==> src/rtl/tli_pkg.sv <==
`timescale 1ns / 1ps
package tli_pkg;

	// Item kinds on the command channel
	localparam logic OP_LOAD = 1'b0;
	localparam logic OP_STEP = 1'b1;

	// Program characters that carry a command
	localparam logic [7:0] CH_PLUS   = 8'h2B;
	localparam logic [7:0] CH_MINUS  = 8'h2D;
	localparam logic [7:0] CH_LT     = 8'h3C;
	localparam logic [7:0] CH_GT     = 8'h3E;
	localparam logic [7:0] CH_DOT    = 8'h2E;
	localparam logic [7:0] CH_COMMA  = 8'h2C;
	localparam logic [7:0] CH_LBRACK = 8'h5B;
	localparam logic [7:0] CH_RBRACK = 8'h5D;

	typedef enum logic [2:0] {
		C_INC, C_DEC, C_LEFT, C_RIGHT, C_OUT, C_IN, C_OPEN, C_CLOSE
	} cmd_code_t;

	typedef enum logic [2:0] {
		M_LOADING, M_IDLE, M_FAIL_BRACKET, M_FAIL_SIZE,
		M_RUNNING, M_HALT_DONE, M_HALT_INPUT, M_HALT_PTR
	} run_mode_t;

	typedef enum logic [2:0] {
		S_OK, S_FINISHED, S_UNMATCHED, S_TOO_BIG, S_INPUT, S_POINTER, S_NOT_LOADED
	} status_t;

	typedef enum logic [2:0] {
		ST_IDLE, ST_POP, ST_PAIR, ST_EXEC, ST_CLEAR, ST_POST
	} seq_state_t;

	typedef struct packed {
		logic       opcode;
		logic [7:0] program_char;
		logic       is_last;
	} cmd_item_t;

	typedef struct packed {
		logic       out_valid;
		logic [7:0] out_byte;
		status_t    status;
	} rsp_item_t;

	typedef struct packed {
		logic      hit;
		cmd_code_t code;
	} decode_t;

	// Map a program character to its command code
	function automatic decode_t decode_char(input logic [7:0] ch);
		decode_t d;
		d.hit  = 1'b1;
		d.code = C_INC;
		case (ch)
			CH_PLUS:   d.code = C_INC;
			CH_MINUS:  d.code = C_DEC;
			CH_LT:     d.code = C_LEFT;
			CH_GT:     d.code = C_RIGHT;
			CH_DOT:    d.code = C_OUT;
			CH_COMMA:  d.code = C_IN;
			CH_LBRACK: d.code = C_OPEN;
			CH_RBRACK: d.code = C_CLOSE;
			default:   d.hit  = 1'b0;
		endcase
		return d;
	endfunction

endpackage

==> src/rtl/tli_core.sv <==
`timescale 1ns / 1ps
module tli_core #(
	parameter int PROG_DEPTH = 4096,
	parameter int TAPE_DEPTH = 32768,
	parameter int CELL_WIDTH = 8,
	parameter int NEST_DEPTH = 256,
	localparam int PW = $clog2(PROG_DEPTH),
	localparam int TW = $clog2(TAPE_DEPTH),
	localparam int NW = $clog2(NEST_DEPTH)
) (
	input  logic                  clk,
	input  logic                  arst_n,
	input  logic                  cmd_valid,
	output logic                  cmd_stall,
	input  tli_pkg::cmd_item_t    cmd,
	output logic                  post_valid,
	input  logic                  post_ready,
	output tli_pkg::rsp_item_t    post_item,
	output logic                  prog_we,
	output logic [PW-1:0]         prog_waddr,
	output logic [PW+2:0]         prog_wdata,
	output logic [PW-1:0]         prog_raddr,
	input  logic [PW+2:0]         prog_rdata,
	output logic                  stk_we,
	output logic [NW-1:0]         stk_waddr,
	output logic [PW-1:0]         stk_wdata,
	output logic [NW-1:0]         stk_raddr,
	input  logic [PW-1:0]         stk_rdata,
	output logic                  tape_we,
	output logic [TW-1:0]         tape_waddr,
	output logic [CELL_WIDTH-1:0] tape_wdata,
	output logic [TW-1:0]         tape_raddr,
	input  logic [CELL_WIDTH-1:0] tape_rdata
);
	import tli_pkg::*;

	localparam logic [PW:0]   PROG_FULL = (PW+1)'(PROG_DEPTH);
	localparam logic [NW:0]   NEST_FULL = (NW+1)'(NEST_DEPTH);
	localparam logic [TW-1:0] TAPE_LAST = TW'(TAPE_DEPTH - 1);

	seq_state_t state_q, state_d;
	run_mode_t  mode_q, mode_d;
	logic [PW:0]   len_q, len_d;
	logic [NW:0]   depth_q, depth_d;
	logic [PW:0]   pc_q, pc_d;
	logic [TW-1:0] ptr_q, ptr_d;
	logic [TW-1:0] clr_q, clr_d;
	logic [PW-1:0] cl_q, cl_d;
	logic [PW-1:0] open_q, open_d;
	logic          start_q, start_d;
	rsp_item_t     res_q, res_now;

	logic accept;
	logic fin_now, to_pop, to_exec, to_clear;

	// Load evaluation signals
	logic          load_mode;
	logic [PW:0]   eff_len;
	logic [NW:0]   eff_depth;
	decode_t       dec;
	status_t       ld_err;
	logic          ld_push, ld_pop, ld_store;
	logic [PW:0]   ld_len;
	logic [NW:0]   ld_depth;

	// Execute evaluation signals
	cmd_code_t         ex_code;
	logic [PW-1:0]     ex_jump;
	logic              cell_zero;
	logic [PW:0]       pc_inc, pc_jump;

	assign accept    = cmd_valid && (state_q == ST_IDLE);
	assign cmd_stall = (state_q != ST_IDLE);

	// Evaluate one load character against the bracket stack
	always_comb begin
		load_mode = mode_q inside {M_LOADING, M_FAIL_BRACKET, M_FAIL_SIZE};
		eff_len   = load_mode ? len_q : '0;
		eff_depth = load_mode ? depth_q : '0;
		dec       = decode_char(cmd.program_char);
		ld_err    = S_OK;
		ld_push   = 1'b0;
		ld_pop    = 1'b0;
		ld_store  = 1'b0;
		ld_len    = eff_len;
		ld_depth  = eff_depth;
		if (mode_q == M_FAIL_BRACKET) begin
			ld_err = S_UNMATCHED;
		end else if (mode_q == M_FAIL_SIZE) begin
			ld_err = S_TOO_BIG;
		end else if (dec.hit) begin
			if (eff_len == PROG_FULL) begin
				ld_err = S_TOO_BIG;
			end else if (dec.code == C_OPEN) begin
				if (eff_depth == NEST_FULL) begin
					ld_err = S_TOO_BIG;
				end else begin
					ld_push  = 1'b1;
					ld_depth = eff_depth + (NW+1)'(1);
				end
			end else if (dec.code == C_CLOSE) begin
				if (eff_depth == '0) begin
					ld_err = S_UNMATCHED;
				end else begin
					ld_pop   = 1'b1;
					ld_depth = eff_depth - (NW+1)'(1);
				end
			end
			if (ld_err == S_OK) begin
				ld_store = (dec.code != C_CLOSE);
				ld_len   = eff_len + (PW+1)'(1);
			end
		end
		if (ld_err == S_OK && cmd.is_last && ld_depth != '0) begin
			ld_err = S_UNMATCHED;
		end
	end

	// Decode the fetched command
	always_comb begin
		ex_code   = cmd_code_t'(prog_rdata[PW+2:PW]);
		ex_jump   = prog_rdata[PW-1:0];
		cell_zero = (tape_rdata == '0);
		pc_inc    = pc_q + (PW+1)'(1);
		pc_jump   = {1'b0, ex_jump} + (PW+1)'(1);
	end

	// Memory read ports
	always_comb begin
		prog_raddr = pc_q[PW-1:0];
		tape_raddr = ptr_q;
		stk_raddr  = NW'(eff_depth - (NW+1)'(1));
	end

	// Register updates, memory writes and the result of this cycle
	always_comb begin
		mode_d     = mode_q;
		len_d      = len_q;
		depth_d    = depth_q;
		pc_d       = pc_q;
		ptr_d      = ptr_q;
		clr_d      = clr_q;
		cl_d       = cl_q;
		open_d     = open_q;
		start_d    = start_q;
		res_now    = res_q;
		fin_now    = 1'b0;
		to_pop     = 1'b0;
		to_exec    = 1'b0;
		to_clear   = 1'b0;
		prog_we    = 1'b0;
		prog_waddr = eff_len[PW-1:0];
		prog_wdata = {dec.code, {PW{1'b0}}};
		stk_we     = 1'b0;
		stk_waddr  = eff_depth[NW-1:0];
		stk_wdata  = eff_len[PW-1:0];
		tape_we    = 1'b0;
		tape_waddr = ptr_q;
		tape_wdata = '0;
		case (state_q)
			ST_IDLE: begin
				if (accept) begin
					clr_d = '0;
					res_now = '{out_valid: 1'b0, out_byte: 8'h00, status: S_OK};
					if (cmd.opcode == OP_LOAD) begin
						res_now.status = ld_err;
						len_d   = ld_len;
						depth_d = ld_depth;
						cl_d    = eff_len[PW-1:0];
						start_d = cmd.is_last;
						prog_we = ld_store;
						stk_we  = ld_push;
						if (ld_err != S_OK) begin
							if (cmd.is_last) begin
								mode_d = M_IDLE;
							end else if (ld_err == S_UNMATCHED) begin
								mode_d = M_FAIL_BRACKET;
							end else begin
								mode_d = M_FAIL_SIZE;
							end
							fin_now = 1'b1;
						end else if (ld_pop) begin
							mode_d = M_LOADING;
							to_pop = 1'b1;
						end else if (cmd.is_last) begin
							mode_d   = M_RUNNING;
							pc_d     = '0;
							ptr_d    = '0;
							to_clear = 1'b1;
						end else begin
							mode_d  = M_LOADING;
							fin_now = 1'b1;
						end
						if (ld_pop && ld_err == S_OK && cmd.is_last) begin
							mode_d = M_RUNNING;
							pc_d   = '0;
							ptr_d  = '0;
						end
					end else begin
						case (mode_q)
							M_HALT_DONE: begin
								res_now.status = S_FINISHED;
								fin_now = 1'b1;
							end
							M_HALT_INPUT: begin
								res_now.status = S_INPUT;
								fin_now = 1'b1;
							end
							M_HALT_PTR: begin
								res_now.status = S_POINTER;
								fin_now = 1'b1;
							end
							M_RUNNING: begin
								if (pc_q >= len_q) begin
									mode_d = M_HALT_DONE;
									res_now.status = S_FINISHED;
									fin_now = 1'b1;
								end else begin
									to_exec = 1'b1;
								end
							end
							default: begin
								res_now.status = S_NOT_LOADED;
								fin_now = 1'b1;
							end
						endcase
					end
				end
			end
			ST_POP: begin
				// Close bracket points back at its open bracket
				prog_we    = 1'b1;
				prog_waddr = cl_q;
				prog_wdata = {C_CLOSE, stk_rdata};
				open_d     = stk_rdata;
			end
			ST_PAIR: begin
				// Open bracket points forward at its close bracket
				prog_we    = 1'b1;
				prog_waddr = open_q;
				prog_wdata = {C_OPEN, cl_q};
				if (start_q) begin
					to_clear = 1'b1;
				end else begin
					fin_now = 1'b1;
				end
			end
			ST_EXEC: begin
				res_now = '{out_valid: 1'b0, out_byte: 8'h00, status: S_OK};
				fin_now = 1'b1;
				pc_d    = pc_inc;
				case (ex_code)
					C_INC: begin
						tape_we    = 1'b1;
						tape_wdata = tape_rdata + CELL_WIDTH'(1);
					end
					C_DEC: begin
						tape_we    = 1'b1;
						tape_wdata = tape_rdata - CELL_WIDTH'(1);
					end
					C_LEFT: begin
						if (ptr_q == '0) begin
							mode_d = M_HALT_PTR;
							pc_d   = pc_q;
							res_now.status = S_POINTER;
						end else begin
							ptr_d = ptr_q - TW'(1);
						end
					end
					C_RIGHT: begin
						if (ptr_q == TAPE_LAST) begin
							mode_d = M_HALT_PTR;
							pc_d   = pc_q;
							res_now.status = S_POINTER;
						end else begin
							ptr_d = ptr_q + TW'(1);
						end
					end
					C_OUT: begin
						res_now.out_valid = 1'b1;
						res_now.out_byte  = tape_rdata[7:0];
					end
					C_IN: begin
						mode_d = M_HALT_INPUT;
						pc_d   = pc_q;
						res_now.status = S_INPUT;
					end
					C_OPEN: begin
						if (cell_zero) begin
							pc_d = pc_jump;
						end
					end
					C_CLOSE: begin
						if (!cell_zero) begin
							pc_d = pc_jump;
						end
					end
					default: begin
						pc_d = pc_inc;
					end
				endcase
			end
			ST_CLEAR: begin
				// Sweep the tape to zero, one cell per cycle
				tape_we    = 1'b1;
				tape_waddr = clr_q;
				tape_wdata = '0;
				clr_d      = clr_q + TW'(1);
				fin_now    = (clr_q == TAPE_LAST);
			end
			ST_POST: begin
				fin_now = 1'b1;
			end
			default: begin
				fin_now = 1'b0;
			end
		endcase
	end

	assign post_valid = fin_now;
	assign post_item  = res_now;

	// Next state
	always_comb begin
		state_d = state_q;
		if (fin_now) begin
			state_d = post_ready ? ST_IDLE : ST_POST;
		end else if (to_pop) begin
			state_d = ST_POP;
		end else if (state_q == ST_POP) begin
			state_d = ST_PAIR;
		end else if (to_clear) begin
			state_d = ST_CLEAR;
		end else if (to_exec) begin
			state_d = ST_EXEC;
		end
	end

	// Control registers
	always_ff @(posedge clk or negedge arst_n) begin
		if (!arst_n) begin
			state_q <= ST_IDLE;
			mode_q  <= M_LOADING;
			len_q   <= '0;
			depth_q <= '0;
			pc_q    <= '0;
			ptr_q   <= '0;
		end else begin
			state_q <= state_d;
			mode_q  <= mode_d;
			len_q   <= len_d;
			depth_q <= depth_d;
			pc_q    <= pc_d;
			ptr_q   <= ptr_d;
		end
	end

	// Working registers
	always_ff @(posedge clk) begin
		clr_q   <= clr_d;
		cl_q    <= cl_d;
		open_q  <= open_d;
		start_q <= start_d;
		if (state_q != ST_POST) begin
			res_q <= res_now;
		end
	end

	// Counters stay within the storage they index
	a_bounds: assert property (@(posedge clk) disable iff (!arst_n)
		len_q <= PROG_FULL && depth_q <= NEST_FULL)
		else $error("program length or nesting depth out of range");

	// A command executes only inside a running program
	a_exec_running: assert property (@(posedge clk) disable iff (!arst_n)
		state_q == ST_EXEC |-> mode_q == M_RUNNING && pc_q < len_q)
		else $error("command executed outside a running program");

	// The tape sweep starts a program from its first cell and command
	a_clear_start: assert property (@(posedge clk) disable iff (!arst_n)
		state_q == ST_CLEAR |-> mode_q == M_RUNNING && pc_q == '0 && ptr_q == '0)
		else $error("tape sweep outside program start");

	// A refused result is held unchanged for the next attempt
	a_post_hold: assert property (@(posedge clk) disable iff (!arst_n)
		fin_now && !post_ready |=> state_q == ST_POST && res_q == $past(res_now))
		else $error("refused result not held");

endmodule

==> config.mk <==
export PLATFORM = sky130hd
export DESIGN_NAME = tli_core
export DESIGN_NICKNAME = d
export VERILOG_FILES = /design/src/rtl/tli_pkg.sv /design/src/rtl/tli_core.sv
export SDC_FILE = /design/constraint.sdc
export NUM_CORES = 1
export LEC_CHECK = 0
export ABC_AREA = 1
export BUFFER_PORTS_ARGS = -buffer_cell sky130_fd_sc_hd__buf_4
export CAP_MARGIN = 10
export CORE_MARGIN = 8
export CORE_UTILIZATION = 53
export CTS_BUF_LIST = sky130_fd_sc_hd__clkbuf_8
export DETAILED_ROUTE_END_ITERATION = 8
export GPL_TIMING_DRIVEN = 0
export PLACE_DENSITY = 0.89
export SYNTH_ARGS = -nofsm -noshare
export SYNTH_HDL_FRONTEND = slang
export SYNTH_SLANG_ARGS = --single-unit
==> constraint.sdc <==
create_clock -name clk -period 3 [get_ports clk]
set_input_delay 0.15 -clock clk [delete_from_list [all_inputs] [get_ports clk]]
set_output_delay 0.15 -clock clk [all_outputs]
set_load 0.02 [all_outputs]
==> results.toml <==
[run_status]
outcome = "finished with violations"
violations = "setup timing"

[worst_setup_path]
endpoint_kind = "flip-flop"
required_ps = 3290
start_kind = "flip-flop"
crit_top_cell = "nand2_4"
path_buf_inv = 6
critPathTopFamily = "simple AND/OR/NAND/NOR gates"
crit_type = "flip-flop to flip-flop"
critPathArrivalTime_ps = 3760
critical-path-max-stage-delay_ps = 470
crit_fanout = 6
critPathSlowestCell = "dfrtp_2"

[clock_network]
clk_path_buf_depth = 2
cts_root_buf = "clkbuf_8"
tritoncts = "done"
htreeDepth = 3
clock-sinks = 108
worst_skew_pair.late_latency_ps = 400
clkTransAtPathRegs_ps = 110
cts_buffers = 9

[timing]
worstMarginPinSlew_ps = 818
slew_viol_final = 0
finalClockSkew_ps = 12.2
finalHoldViolCount = 0
clock.fmax_ghz = 0.288
period_share_pct = 116
max_slew_margin_pct = 45.4
fin_ws_ps = -470
min_period_ps = 3470
rsz0062_at_grt = "yes"
whs_ps = 156
setup_violations = 39
fin_setup_tns_ps = -14460

[run]
maxCapViolations = 0

[floorplan]
die_w_microns = 145
initial_utilization_pct = 53.6
io-pin-count = 171
core-area_sq_um = 16300
die_area_sq_um = 20900
num_rows = 47
die_y_microns = 145

[layout]
mostFrequentLayoutCells = "229 x nand2_1, 211 x buf_4, 183 x inv_1, 125 x nor2_1, 74 x o21ai_0"
n_antenna_cell = 0
syn2layout_area_growth_pct = 30.1
nets = 1552
n_fill_cell = 1300
drive_gt1_share_pct = 26.0
layout.cells.non_filler = 1687
utilization_pct = 69.7
final_common_cell = "nand2_1"
stdcell_area_sq_um = 11400
area.sequential_sq_um = 2960
multi_input_area_sq_um = 5180

[yosys]
synth_edf_count = 52
synthCells = 1227
synth_top_cell_area_share_pct = 17.8
async_reset_ff_share_pct = 51.9
synth_area_leaders = "edfxtp_1 18%, dfrtp_1 16%, nand2_1 11%"
netlist_area_sq_um = 8770
synth_seq_area_share_pct = 33.8
syn_nets = 1317
yosys_warnings = 0
synth_seq_cells = 108
synthFlopType = "dfrtp_1"
synth_cell_types = 57
postSynthAreaPerCell_sq_um = 7.14
synth_area_leader_cell = "edfxtp_1"

[drt]
dr.pass1.iters = 6
drt_iter0_drc = 914
wl_per_cell_microns = 17.1
wirelength_microns = 28800
vias_per_cell = 5.71
vias = 9629
postRouteAntennaNets = 0
drc = 0

[power]
p_leak_nw = 5.52
peakVddDrop_mv = 0.646
powerDensity_nw_per_um2 = 834
power_mw = 9.51

[global_routing]
grt_pass1_vias = 9146
busiest_layer = "met2"
grt_max_degree = 57
use_met2_pct = 46.0
gr-usage-met3_pct = 6.67
grt_usage_pct = 26.7
gr-usage-met1_pct = 31.9
grt_overflow = 0
antenna_found_initial = 0
grt_pass1_wl_microns = 44400

[place]
dp_cells = 1616
io_buffers = 169
hpwl_microns = 21000
placed_area_sq_um = 10300
gp_congestion = 0.959
pre_cts_ws_ps = -511

[min_path]
hold_class = "primary input to flip-flop"
[power by group]
group          internal [mW]  switching (mW)
logic                   2.30            3.87
registers               2.09           0.375
clock network          0.314           0.566
[flip-flops by register name (all words and copies together) (netlist names)]
signal,flops
open_q,12
tape_raddr,15
pc_q,13
start_q,1
clr_q,15
state_q,3
depth_q,9
res_q,12
cl_q,12
mode_q,3
len_q,13
[final cells by class]
type	instances	share of cell area (%)
Buffer	37	2.18
Inverter	202	6.80
Tap cell	220	2.41
Timing Repair Buffer	224	15.6
Clock buffer	9	1.09
Sequential cell	108	26.0
Clock inverter	7	0.538
Multi-Input combinational cell	880	45.4
[cell usage after synthesis, types with 3 or more instances]
library cell,n
nor2_1,137
nor3_1,31
nor3_2,3
xnor2_1,9
o21bai_1,4
buf_6,6
dfrtp_1,56
edfxtp_1,52
a31oi_1,5
nand2_4,4
nor2_4,9
nand3_1,74
nand2_2,12
a21oi_1,75
inv_1,191
xor2_1,17
o22ai_1,13
o221ai_1,5
nand4_1,21
nand3_2,4
o21ai_1,6
o21ai_2,6
nor2_2,8
ha_1,39
o31ai_1,3
o211ai_1,13
inv_2,8
buf_4,13
nand2_1,248
clkbuf_1,18
nor4_1,8
o21ai_0,92
or2_2,4
[logic make-up after synthesis]
family	Yosys count	synth area share, %
simple gates	576	30.6
buf+inv	240	11.4
compound gates	236	15.5
flops	108	33.8
fa+ha+maj	41	6.02
xor+xnor	26	2.60
[path summary, 6_finish.rpt]
check | start | to | slack, ps | cells after the start
worst max-delay path | mode_q[0] | tape_raddr[10] | -470 | 26
worst min-delay path | prog_rdata[0] | pc_q[0] | 160 | 4
worst max register to register | mode_q[0] | tape_raddr[10] | -470 | 26
worst min register to register | tape_raddr[14] | tape_raddr[14] | 580 | 2
max in group asynchronous | arst_n | mode_q[0] | 2050 | 2
min in group asynchronous | arst_n | len_q[4] | 370 | 2
[what timing repair did]
item | CTS | global route
resized for setup | 60 | 74
cloned | 6 | 0
hold endpoints to repair | 69 | 0
buffers inserted | 24 | 12
hold buffers | 14 | 0
setup endpoints to repair | 42 | 68
pin swaps | 29 | 30
[worst register-to-register path, delay by kind of cell, from the launching register on]
kind	cells	cell delay, ps
compound gates	2	220
fa+ha+maj	1	170
buf+inv	6	770
flops	1	470
simple gates	17	1720
[metal layers]
| metal | routed length (microns) | vias up | part of all wire (%) |
|---|---|---|---|
| li1 | - | 4544 | - |
| met2 | 14200 | 537 | 49 |
| met1 | 10900 | 4479 | 38 |
| met5 | 0 | - | 0 |
| met4 | 789 | 0 | 2.7 |
| met3 | 2970 | 69 | 10 |
(Power assumes the default switching activity.)
