--- src/rtl/tli_pkg.sv ---
`timescale 1ns / 1ps
package tli_pkg;

	// Item kinds on the command channel
	localparam logic OP_LOAD = 1'b0;
	localparam logic OP_STEP = 1'b1;

	// Program characters that carry a command
	localparam logic [7:0] CH_PLUS   = 8'h2B;
	localparam logic [7:0] CH_MINUS  = 8'h2D;
	localparam logic [7:0] CH_LT     = 8'h3C;
	localparam logic [7:0] CH_GT     = 8'h3E;
	localparam logic [7:0] CH_DOT    = 8'h2E;
	localparam logic [7:0] CH_COMMA  = 8'h2C;
	localparam logic [7:0] CH_LBRACK = 8'h5B;
	localparam logic [7:0] CH_RBRACK = 8'h5D;

	typedef enum logic [2:0] {
		C_INC, C_DEC, C_LEFT, C_RIGHT, C_OUT, C_IN, C_OPEN, C_CLOSE
	} cmd_code_t;

	typedef enum logic [2:0] {
		M_LOADING, M_IDLE, M_FAIL_BRACKET, M_FAIL_SIZE,
		M_RUNNING, M_HALT_DONE, M_HALT_INPUT, M_HALT_PTR
	} run_mode_t;

	typedef enum logic [2:0] {
		S_OK, S_FINISHED, S_UNMATCHED, S_TOO_BIG, S_INPUT, S_POINTER, S_NOT_LOADED
	} status_t;

	typedef enum logic [2:0] {
		ST_IDLE, ST_POP, ST_PAIR, ST_EXEC, ST_CLEAR, ST_POST
	} seq_state_t;

	typedef struct packed {
		logic       opcode;
		logic [7:0] program_char;
		logic       is_last;
	} cmd_item_t;

	typedef struct packed {
		logic       out_valid;
		logic [7:0] out_byte;
		status_t    status;
	} rsp_item_t;

	typedef struct packed {
		logic      hit;
		cmd_code_t code;
	} decode_t;

	// Map a program character to its command code
	function automatic decode_t decode_char(input logic [7:0] ch);
		decode_t d;
		d.hit  = 1'b1;
		d.code = C_INC;
		case (ch)
			CH_PLUS:   d.code = C_INC;
			CH_MINUS:  d.code = C_DEC;
			CH_LT:     d.code = C_LEFT;
			CH_GT:     d.code = C_RIGHT;
			CH_DOT:    d.code = C_OUT;
			CH_COMMA:  d.code = C_IN;
			CH_LBRACK: d.code = C_OPEN;
			CH_RBRACK: d.code = C_CLOSE;
			default:   d.hit  = 1'b0;
		endcase
		return d;
	endfunction

endpackage

--- src/rtl/tli_out_stage.sv ---
`timescale 1ns / 1ps
module tli_out_stage (
	input  logic              clk,
	input  logic              arst_n,
	input  logic              post_valid,
	output logic              post_ready,
	input  tli_pkg::rsp_item_t post_item,
	output logic              rsp_valid,
	input  logic              rsp_stall,
	output tli_pkg::rsp_item_t rsp
);
	import tli_pkg::*;

	logic      full_q;
	rsp_item_t data_q;

	// Take a new item when empty or when the held one leaves this cycle
	assign post_ready = !full_q || !rsp_stall;

	always_ff @(posedge clk or negedge arst_n) begin
		if (!arst_n) begin
			full_q <= 1'b0;
		end else if (post_valid && post_ready) begin
			full_q <= 1'b1;
		end else if (!rsp_stall) begin
			full_q <= 1'b0;
		end
	end

	// Hold the payload until taken
	always_ff @(posedge clk) begin
		if (post_valid && post_ready) begin
			data_q <= post_item;
		end
	end

	assign rsp_valid = full_q;
	assign rsp       = data_q;

endmodule

--- config.mk ---
export PLATFORM = sky130hd
export DESIGN_NAME = tli_out_stage
export DESIGN_NICKNAME = d
export VERILOG_FILES = /design/src/rtl/tli_pkg.sv /design/src/rtl/tli_out_stage.sv
export SDC_FILE = /design/constraint.sdc
export NUM_CORES = 1
export LEC_CHECK = 0
export ABC_AREA = 1
export BUFFER_PORTS_ARGS = -buffer_cell sky130_fd_sc_hd__buf_2
export CAP_MARGIN = 20
export CORE_AREA = 2 2 39 41
export CTS_BUF_LIST = sky130_fd_sc_hd__clkbuf_2 sky130_fd_sc_hd__clkbuf_4 sky130_fd_sc_hd__clkbuf_8
export DETAILED_ROUTE_END_ITERATION = 10
export DIE_AREA = 0 0 41 43
export PLACE_DENSITY_LB_ADDON = 0.25
export SLEW_MARGIN = 20
export SYNTH_ARGS = -nofsm -noshare
export SYNTH_HDL_FRONTEND = slang
export SYNTH_SLANG_ARGS = --single-unit
--- constraint.sdc ---
create_clock -name clk -period 3.4 [get_ports clk]
set_input_delay 0.68 -clock clk [delete_from_list [all_inputs] [get_ports clk]]
set_output_delay 0.68 -clock clk [all_outputs]
set_load 0.005 [all_outputs]
==> results of run 1 <==
-- routing by layer --
metal / wire, um / GRT usage, %
met5: 0 / 0
met1: 224 / 8.01
met3: 74 / 4.71
met4: 6 / 8.00
met2: 344 / 12.8
-- worst min-delay path by stage --
stage | startpoint | to | slack, ns
floorplan | arst_n | rsp_valid | 0.38
global placement | arst_n | rsp_valid | 0.46
detailed placement | arst_n | rsp_valid | 0.45
CTS | arst_n | rsp_valid | 0.16
global route | arst_n | rsp_valid | 0.15
finish | arst_n | rsp_valid | 0.17
-- cell families after synthesis --
logic type      synth area share (%)
compound gates                  1.24
buf+inv                        0.934
simple gates                    1.87
flops                           96.0
-- registers in the layout, summed over array words and instances, names as in the netlist --
register	flops
rsp_valid	1
rsp	12
-- cells in the mapped netlist, drive strengths merged --
cell / instances / area share (%)
nand2: 2 / 1.9
dfrtp: 1 / 6.2
inv: 1 / 0.93
a21oi: 1 / 1.2
edfxtp: 12 / 90
-- area by class of cell --
type | instances | share of cell area [%]
Inverter | 1 | 0.629
Sequential cell | 13 | 64.6
Tap cell | 16 | 3.35
Timing Repair Buffer | 29 | 24.3
Multi-Input combinational cell | 3 | 2.10
Clock buffer | 4 | 5.03
-- per-stage QoR --
stage          instance area, sq um  std cells  utilization, %
2_1_floorplan                   402         17               -
3_5_place_dp                    567         62            41.0
6_report                        597         66            43.1
5_1_grt                         597         66            43.1
3_3_place_gp                    567         62            41.0
4_1_cts                         597         66            43.1
-- critical path: stages --
cell and delay [ns]:
buf_2 0.07, inv_1 0.04, a21oi_1 0.80
-- report_power, final --
group,internal (mW),switching [mW],leakage (nW)
Combinational,0.0123,0.0106,0.126
Clock,0.0533,0.0429,0.0184
Sequential,0.185,0.00230,0.125
Total,0.251,0.0558,0.269
==> results.json, run 1 <==
{
  "status": "finished, final reports clean",
  "fin_ws_ns": 1.69,
  "gp_congestion": 0.635,
  "dpl_worst_slack_ns": 1.39,
  "timing.hold.ws_ns": 0.173,
  "hold_viol_final": 0,
  "synth_cell_types": 5,
  "drc": 0,
  "power_density_nw_per_um2": 514,
  "crit_type": "input port to flop",
  "regToRegEndpoint": "rsp[6]",
  "cp-start-kind": "input port",
  "finalSetupViolations": 0,
  "final_nets": 67,
  "clk_latency_ns": 0.26,
  "fmax_mhz": 584,
  "wirelength_um": 649,
  "regArea_sq_um": 385,
  "cp-startpoint": "post_valid",
  "rsz0062_at_grt": "no",
  "timing.rr.start": "rsp_valid",
  "port-buffer-count": 29,
  "required_ns": 3.28,
  "cts_resized": 0,
  "cts-htree-levels": 1,
  "r2r_setup_slack_ns": 1.78,
  "fp.dieW_um": 41,
  "tightest_slew_ns": 1.06,
  "antenna_found_initial": 0,
  "coreArea_sq_um": 1380,
  "p_leak_nw": 0.269,
  "io-pin-count": 30,
  "seq_area_frac_synth_pct": 96.0,
  "die_y_um": 43,
  "grt_util_all_layers_pct": 8.74,
  "placementRows": 14,
  "firstDrtPassIters": 2,
  "r2r_cells": 1,
  "grt_pass1_vias": 242,
  "clock_skew_ns": 0.00258,
  "syn-cell-area_sq_um": 402,
  "post_cts_buffers": 0,
  "grt_pass1_wl_um": 910,
  "ir_worst_vdd_mv": 0.182,
  "syn_to_final_growth_pct": 48.6,
  "endpoint": "rsp[6]",
  "cts_tree": "yes",
  "viasPerCell": 4.02,
  "clockBufferDepth": 2,
  "vias": 265,
  "root_buffer": "clkbuf_4",
  "drive_above_1_share_pct": 66.0,
  "critPathArrivalTime_ns": 1.60,
  "cts_buffers": 3,
  "antenna_cells": 0,
  "slew_headroom_pct": 29.3,
  "dieArea_sq_um": 1760,
  "power_mw": 0.307,
  "layout_commonest_cell": "buf_2",
  "nFillCells": 129,
  "cts.hold.buffers_added": 0,
  "fin_crit_ns": 1.71,
  "clk_pin_slew_ns": 0.07,
  "cp_max_fo": 12,
  "clock-sinks": 13,
  "syn_area_per_cell_sq_um": 23.6,
  "syn_nets": 33,
  "mostFrequentLayoutCells": "29 x buf_2, 12 x edfxtp_1, 4 x clkbuf_4",
  "gr-total-overflow": 0,
  "drv_slew": 0,
  "ys_seq_elements": 13,
  "hp-class": "input port to async pin",
  "fin_crit_sh_pct": 50.3,
  "start_util_pct": 29.0,
  "synth_cells": 17,
  "multi_input_area_sq_um": 12.5,
  "postRouteAntennaNets": 0,
  "grt_max_degree": 13,
  "setup_tns_ns": 0,
  "yosys_warnings": 0,
  "wl_per_cell_um": 9.83,
  "cp-end-kind": "flop",
  "maxCapViolations": 0,
  "drtIter0Drc": 1
}
Power figures use the tool's default switching activity.
==> inputs of run 2 (changes only) <==
--- a/config.mk
+++ b/config.mk
@@ -5,7 +5,7 @@
 export SDC_FILE = /design/constraint.sdc
 export NUM_CORES = 1
 export LEC_CHECK = 0
-export ABC_AREA = 1
+export ABC_AREA = 0
 export BUFFER_PORTS_ARGS = -buffer_cell sky130_fd_sc_hd__buf_2
 export CAP_MARGIN = 20
 export CORE_AREA = 2 2 39 41
==> constraint.sdc (replaced) <==
create_clock -name clk -period 1.55 [get_ports clk]
set_input_delay 0.31 -clock clk [delete_from_list [all_inputs] [get_ports clk]]
set_output_delay 0.31 -clock clk [all_outputs]
set_load 0.005 [all_outputs]
==> results.json, run 2 <==
{
  "critical_path.max_stage_delay_ns": 0.41,
  "swShare_pct": 18.2,
  "drv_slew": 0,
  "largest_reg_flops": 12,
  "clk_pin_slew_ns": 0.07,
  "grt_max_degree": 13,
  "seq_area_frac_synth_pct": 94.5,
  "place_inst": 62,
  "ys_seq_elements": 13,
  "syn_to_final_growth_pct": 52.1,
  "finalSetupViolations": 0,
  "coreArea_sq_um": 1380,
  "gp_congestion": 0.597,
  "vias": 273,
  "cp-end-kind": "output port",
  "setup_tns_ns": 0,
  "fin_crit_sh_pct": 74.8,
  "synthTopCellsByCount": "12 x edfxtp_1, 1 x a21boi_2, 1 x a21o_1, 1 x dfrtp_1, 1 x nand2_1",
  "fmax_mhz": 862,
  "yosys_warnings": 0,
  "cp_top_family": "flip-flops",
  "postRouteAntennaNets": 0,
  "fin_area_sq_um": 621,
  "pwr-share-seq_pct": 60.5,
  "dieArea_sq_um": 1760,
  "p_leak_nw": 0.277,
  "hp-class": "input port to flop",
  "clk_latency_ns": 0.26,
  "power_frac_comb_pct": 8.2,
  "wl_per_cell_um": 9.31,
  "hold_viol_final": 0,
  "drtIter0Drc": 1,
  "place_area_sq_um": 581,
  "synth.area.top_cells": "edfxtp_1 88%, dfrtp_1 6.1%, a21boi_2 2.8%, a21o_1 1.8%, nand2_1 0.92%",
  "synth_top_area_share_pct": 88.3,
  "port-buffer-count": 29,
  "die_y_um": 43,
  "root_buffer": "clkbuf_4",
  "yosysTopAreaCell": "edfxtp_1",
  "syn_nets": 32,
  "drive_above_1_share_pct": 68.6,
  "required_ns": 1.24,
  "power_density_nw_per_um2": 1090,
  "critPathArrivalTime_ns": 0.85,
  "antenna_cells": 0,
  "rsz0062_at_grt": "no",
  "netSwitchingPower_mw": 0.124,
  "syn_area_per_cell_sq_um": 25.5,
  "fin_crit_ns": 1.16,
  "cts_tree": "yes",
  "synth_edf_count": 12,
  "syn-cell-area_sq_um": 408,
  "slew_headroom_pct": 90.1,
  "final_nets": 68,
  "cp_max_fo": 4,
  "cts_buffers": 3,
  "grt_pass1_vias": 274,
  "fp.dieW_um": 41,
  "clock-sinks": 13,
  "firstDrtPassIters": 4,
  "p_int_mw": 0.555,
  "viasPerCell": 4.07,
  "placementRows": 14,
  "post-synth-top-count-cell": "edfxtp_1",
  "clockBufferDepth": 2,
  "status": "finished, final reports clean",
  "start_util_pct": 29.5,
  "cts-htree-levels": 1,
  "clockPowerShare_pct": 31.3,
  "layout_commonest_cell": "buf_2",
  "antenna_found_initial": 0,
  "ir_worst_vdd_mv": 0.437,
  "synth_cells": 16,
  "dominantRegCellSynth": "edfxtp_1",
  "grt_pass1_wl_um": 945,
  "mostFrequentLayoutCells": "29 x buf_2, 12 x edfxtp_1, 4 x clkbuf_4",
  "drc": 0,
  "tightest_slew_ns": 0.149,
  "cp-start-kind": "flop",
  "crit_type": "flop to output port",
  "ys_async_sr_fraction_pct": 7.69,
  "grt_util_all_layers_pct": 8.44,
  "path_buf_inv": 1,
  "wirelength_um": 624,
  "gr-total-overflow": 0,
  "clock_skew_ns": 0.00163,
  "post_layout_nonfiller_instances": 67,
  "maxCapViolations": 0,
  "worstPathCellList": "nand2_1 > buf_2",
  "io-pin-count": 30,
  "synth_cell_types": 5,
  "crit_slowest_cell": "dfrtp_1"
}
==> run 2: worst reg2reg max path: cells and delay by family, from the launching register on <==
| kind | cells | cell delay, ns |
|---|---|---|
| flip-flops | 1 | 0.41 |
| buffers and inverters | 1 | 0.20 |
| AO/OA/AOI/OAI | 1 | 0.14 |
==> run 2: cell type report <==
class	count	area, sq um
Tap cell	16	20.0
Multi-Input combinational cell	3	22.5
Sequential cell	13	385
Fill cell	142	763
Timing Repair Buffer	31	163
Clock buffer	4	30.0
==> run 2: final timing paths <==
check / end / startpoint / cells past startpoint / slack, ns
hold reg to reg: rsp_valid / rsp_valid / 1 / 0.55
setup reg to reg: rsp[2] / rsp_valid / 2 / 0.50
min in group asynchronous: rsp_valid / arst_n / 2 / 0.34
hold / removal: rsp[5] / post_item[5] / 1 / 0.22
setup / recovery: post_ready / rsp_valid / 2 / 0.39
max in group asynchronous: rsp_valid / arst_n / 2 / 1.13
==> run 2: routing by layer <==
metal	vias to the layer above	GRT usage, %	part of all wire [%]
li1	133	-	-
met1	125	6.99	30
met2	15	14.1	58
met3	0	2.62	12
met4	0	8.00	0
met5	-	0	0
==> run 2: what timing repair did <==
item,4_1_cts,5_1_grt
endpoints found under the hold margin,1,0
resized for setup,0,0
hold buffers,1,0
setup buffers,0,0
endpoints found under the setup margin,0,0
==> run 2: kinds of logic after synthesis <==
kind of cell / count (synthesis) / share of synthesized area (%)
DFF: 13 / 94.5
AOI/OAI and AO/OA: 2 / 4.60
and+or+nand+nor: 1 / 0.919
==> run 2: through the flow <==
stage	hold slack, ns	utilization (%)	worst slack (ns)	total power, mW
after floorplan	0.0144	-	0.356	0.433
after global placement	0.0853	42.0	0.509	0.474
after detailed placement	0.0876	42.0	0.498	0.475
after CTS	0.208	44.8	0.371	0.693
after global routing	0.204	44.8	0.326	0.712
final	0.218	44.8	0.390	0.679
==> run 2: power groups by stage <==
stage | Clock [mW] | Combinational, mW | Sequential, mW
after CTS | 0.224 | 0.0575 | 0.412
after global routing | 0.236 | 0.0626 | 0.414
after global placement | 0 | 0.0545 | 0.419
after floorplan | 0 | 0.00965 | 0.423
final | 0.212 | 0.0558 | 0.411
after detailed placement | 0 | 0.0555 | 0.420
==> inputs of run 3 (changes only) <==
--- a/config.mk
+++ b/config.mk
@@ -5,7 +5,7 @@
 export SDC_FILE = /design/constraint.sdc
 export NUM_CORES = 1
 export LEC_CHECK = 0
-export ABC_AREA = 0
+export ABC_AREA = 1
 export BUFFER_PORTS_ARGS = -buffer_cell sky130_fd_sc_hd__buf_2
 export CAP_MARGIN = 20
 export CORE_AREA = 2 2 39 41
==> constraint.sdc (replaced) <==
create_clock -name clk -period 1.1 [get_ports clk]
set_input_delay 0.22 -clock clk [delete_from_list [all_inputs] [get_ports clk]]
set_output_delay 0.22 -clock clk [all_outputs]
set_load 0.005 [all_outputs]
==> results.json, run 3 (same netlist as run 1, synthesis figures left out) <==
{
  "swShare_pct": 18.6,
  "slew_headroom_pct": 90.1,
  "maxCapViolations": 0,
  "gp_congestion": 0.576,
  "clk_latency_ns": 0.26,
  "hp-class": "input port to flop",
  "final_nets": 71,
  "cp_max_fo": 3,
  "drive_above_1_share_pct": 68.5,
  "layout_commonest_cell": "buf_2",
  "fp.dieW_um": 41,
  "timing.rr.start": "rsp_valid",
  "crit_type": "flop to output port",
  "worstPathCellList": "nand2_1 > buf_2",
  "place_area_sq_um": 598,
  "fin_area_sq_um": 653,
  "cts_buffers": 3,
  "wl_per_cell_um": 9.54,
  "firstDrtPassIters": 1,
  "crit_slowest_cell": "dfrtp_1",
  "tightest_slew_ns": 0.149,
  "nFillCells": 132,
  "fin_crit_ns": 1.12,
  "grt_max_degree": 13,
  "violations": "negative setup slack",
  "mostFrequentLayoutCells": "29 x buf_2, 12 x edfxtp_1, 4 x clkbuf_4",
  "port-buffer-count": 29,
  "clk_pin_slew_ns": 0.07,
  "holdPathStages": 1,
  "p_int_mw": 0.794,
  "use_met2_pct": 15.9,
  "wirelength_um": 668,
  "grtUsageMet3_pct": 3.14,
  "critical_path.max_stage_delay_ns": 0.42,
  "cp-start-kind": "flop",
  "clockPowerShare_pct": 30.8,
  "drtIter0Drc": 0,
  "power_density_nw_per_um2": 1490,
  "p_leak_nw": 0.293,
  "antenna_found_initial": 0,
  "grt_util_all_layers_pct": 10.2,
  "dieArea_sq_um": 1760,
  "status": "finished with violations",
  "root_buffer": "clkbuf_4",
  "finalSetupViolations": 1,
  "postRouteAntennaNets": 0,
  "io-pin-count": 30,
  "antenna_cells": 0,
  "vias": 281,
  "start_util_pct": 29.0,
  "largest_reg_flops": 12,
  "power_mw": 0.976,
  "cp-end-kind": "output port",
  "placementRows": 14,
  "r2r_setup_slack_ns": 0.07,
  "clock_skew_ns": 0.000650,
  "hold_viol_final": 0,
  "syn_to_final_growth_pct": 62.6,
  "fin_crit_sh_pct": 102,
  "netSwitchingPower_mw": 0.182,
  "required_ns": 0.88,
  "grt.met1_usage_pct": 9.41,
  "clock-sinks": 13,
  "grt_pass1_vias": 299,
  "grt_busiest_layer": "met2",
  "power_frac_comb_pct": 9.8,
  "place_inst": 63,
  "post_layout_nonfiller_instances": 70,
  "cts_tree": "yes",
  "ir_worst_vdd_mv": 0.617,
  "clockBufferDepth": 2,
  "viasPerCell": 4.01,
  "gr-total-overflow": 0,
  "rsz0062_at_grt": "yes",
  "cts_resized": 0,
  "critPathArrivalTime_ns": 0.90,
  "drv_slew": 0,
  "pwr-share-seq_pct": 59.4,
  "regToRegEndpoint": "rsp[10]",
  "coreArea_sq_um": 1380,
  "grt_pass1_wl_um": 1110,
  "min_to": "rsp[3]",
  "cts-htree-levels": 1,
  "drc": 0,
  "die_y_um": 43,
  "min_from": "post_item[3]",
  "fin_ws_ns": -0.0193,
  "r2r_cells": 2,
  "fmax_mhz": 893
}
run 3: worst max-delay path by stage:
stage | start | end | slack, ns | depth (start not counted)
after detailed placement | rsp_valid | rsp[7] | 0.08 | 2
final | rsp_valid | post_ready | -0.02 | 2
after global placement | rsp_valid | rsp[3] | 0.09 | 2
after floorplan | rsp_valid | rsp[0] | 0.04 | 1
after global routing | rsp_valid | post_ready | -0.08 | 2
after CTS | rsp_valid | post_ready | -0.02 | 2
run 3: area by class of cell:
type / instances / area (sq um) / area share (%)
Tap cell: 16 / 20.0 / 3.07
Inverter: 1 / 3.75 / 0.575
Clock buffer: 4 / 30.0 / 4.60
Sequential cell: 13 / 385 / 59.0
Timing Repair Buffer: 33 / 190 / 29.1
Multi-Input combinational cell: 3 / 23.8 / 3.64
run 3: per-stage QoR:
stage                     hold slack (ns)  setup TNS [ns]  setup WS [ns]  util [%]
final                               0.127         -0.0193        -0.0193      47.2
after global routing                0.111         -0.0842        -0.0840      47.2
after floorplan                   -0.0756               0         0.0362         -
after detailed placement         -0.00246               0         0.0778      43.2
after CTS                           0.118         -0.0245        -0.0245      46.7
after global placement           -0.00393               0         0.0899      43.2
run 3: worst max-delay path: cells and delay by family, from the launching register on:
family | cells | cell delay [ns]
simple gates | 1 | 0.10
buf+inv | 1 | 0.11
flops | 1 | 0.42
run 3: per-layer routing:
layer	vias to the layer above	routed length, um
li1	140	-
met1	123	205
met2	16	384
met4	0	10
met3	2	68
met5	-	0
run 3: what timing repair did:
| item | CTS | global route |
|---|---|---|
| hold buffers | 1 | 0 |
| endpoints found under the hold margin | 1 | 0 |
| setup buffers | 1 | 1 |
| pin swaps | 1 | 1 |
| setup endpoints to repair | 1 | 2 |
run 3: power by group through the flow:
stage | clock network (mW) | logic [mW] | registers, mW
2_1_floorplan | 0 | 0.0157 | 0.596
3_3_place_gp | 0 | 0.0873 | 0.591
3_5_place_dp | 0 | 0.0878 | 0.591
4_1_cts | 0.314 | 0.0938 | 0.580
5_1_grt | 0.340 | 0.107 | 0.583
6_report | 0.301 | 0.0955 | 0.580
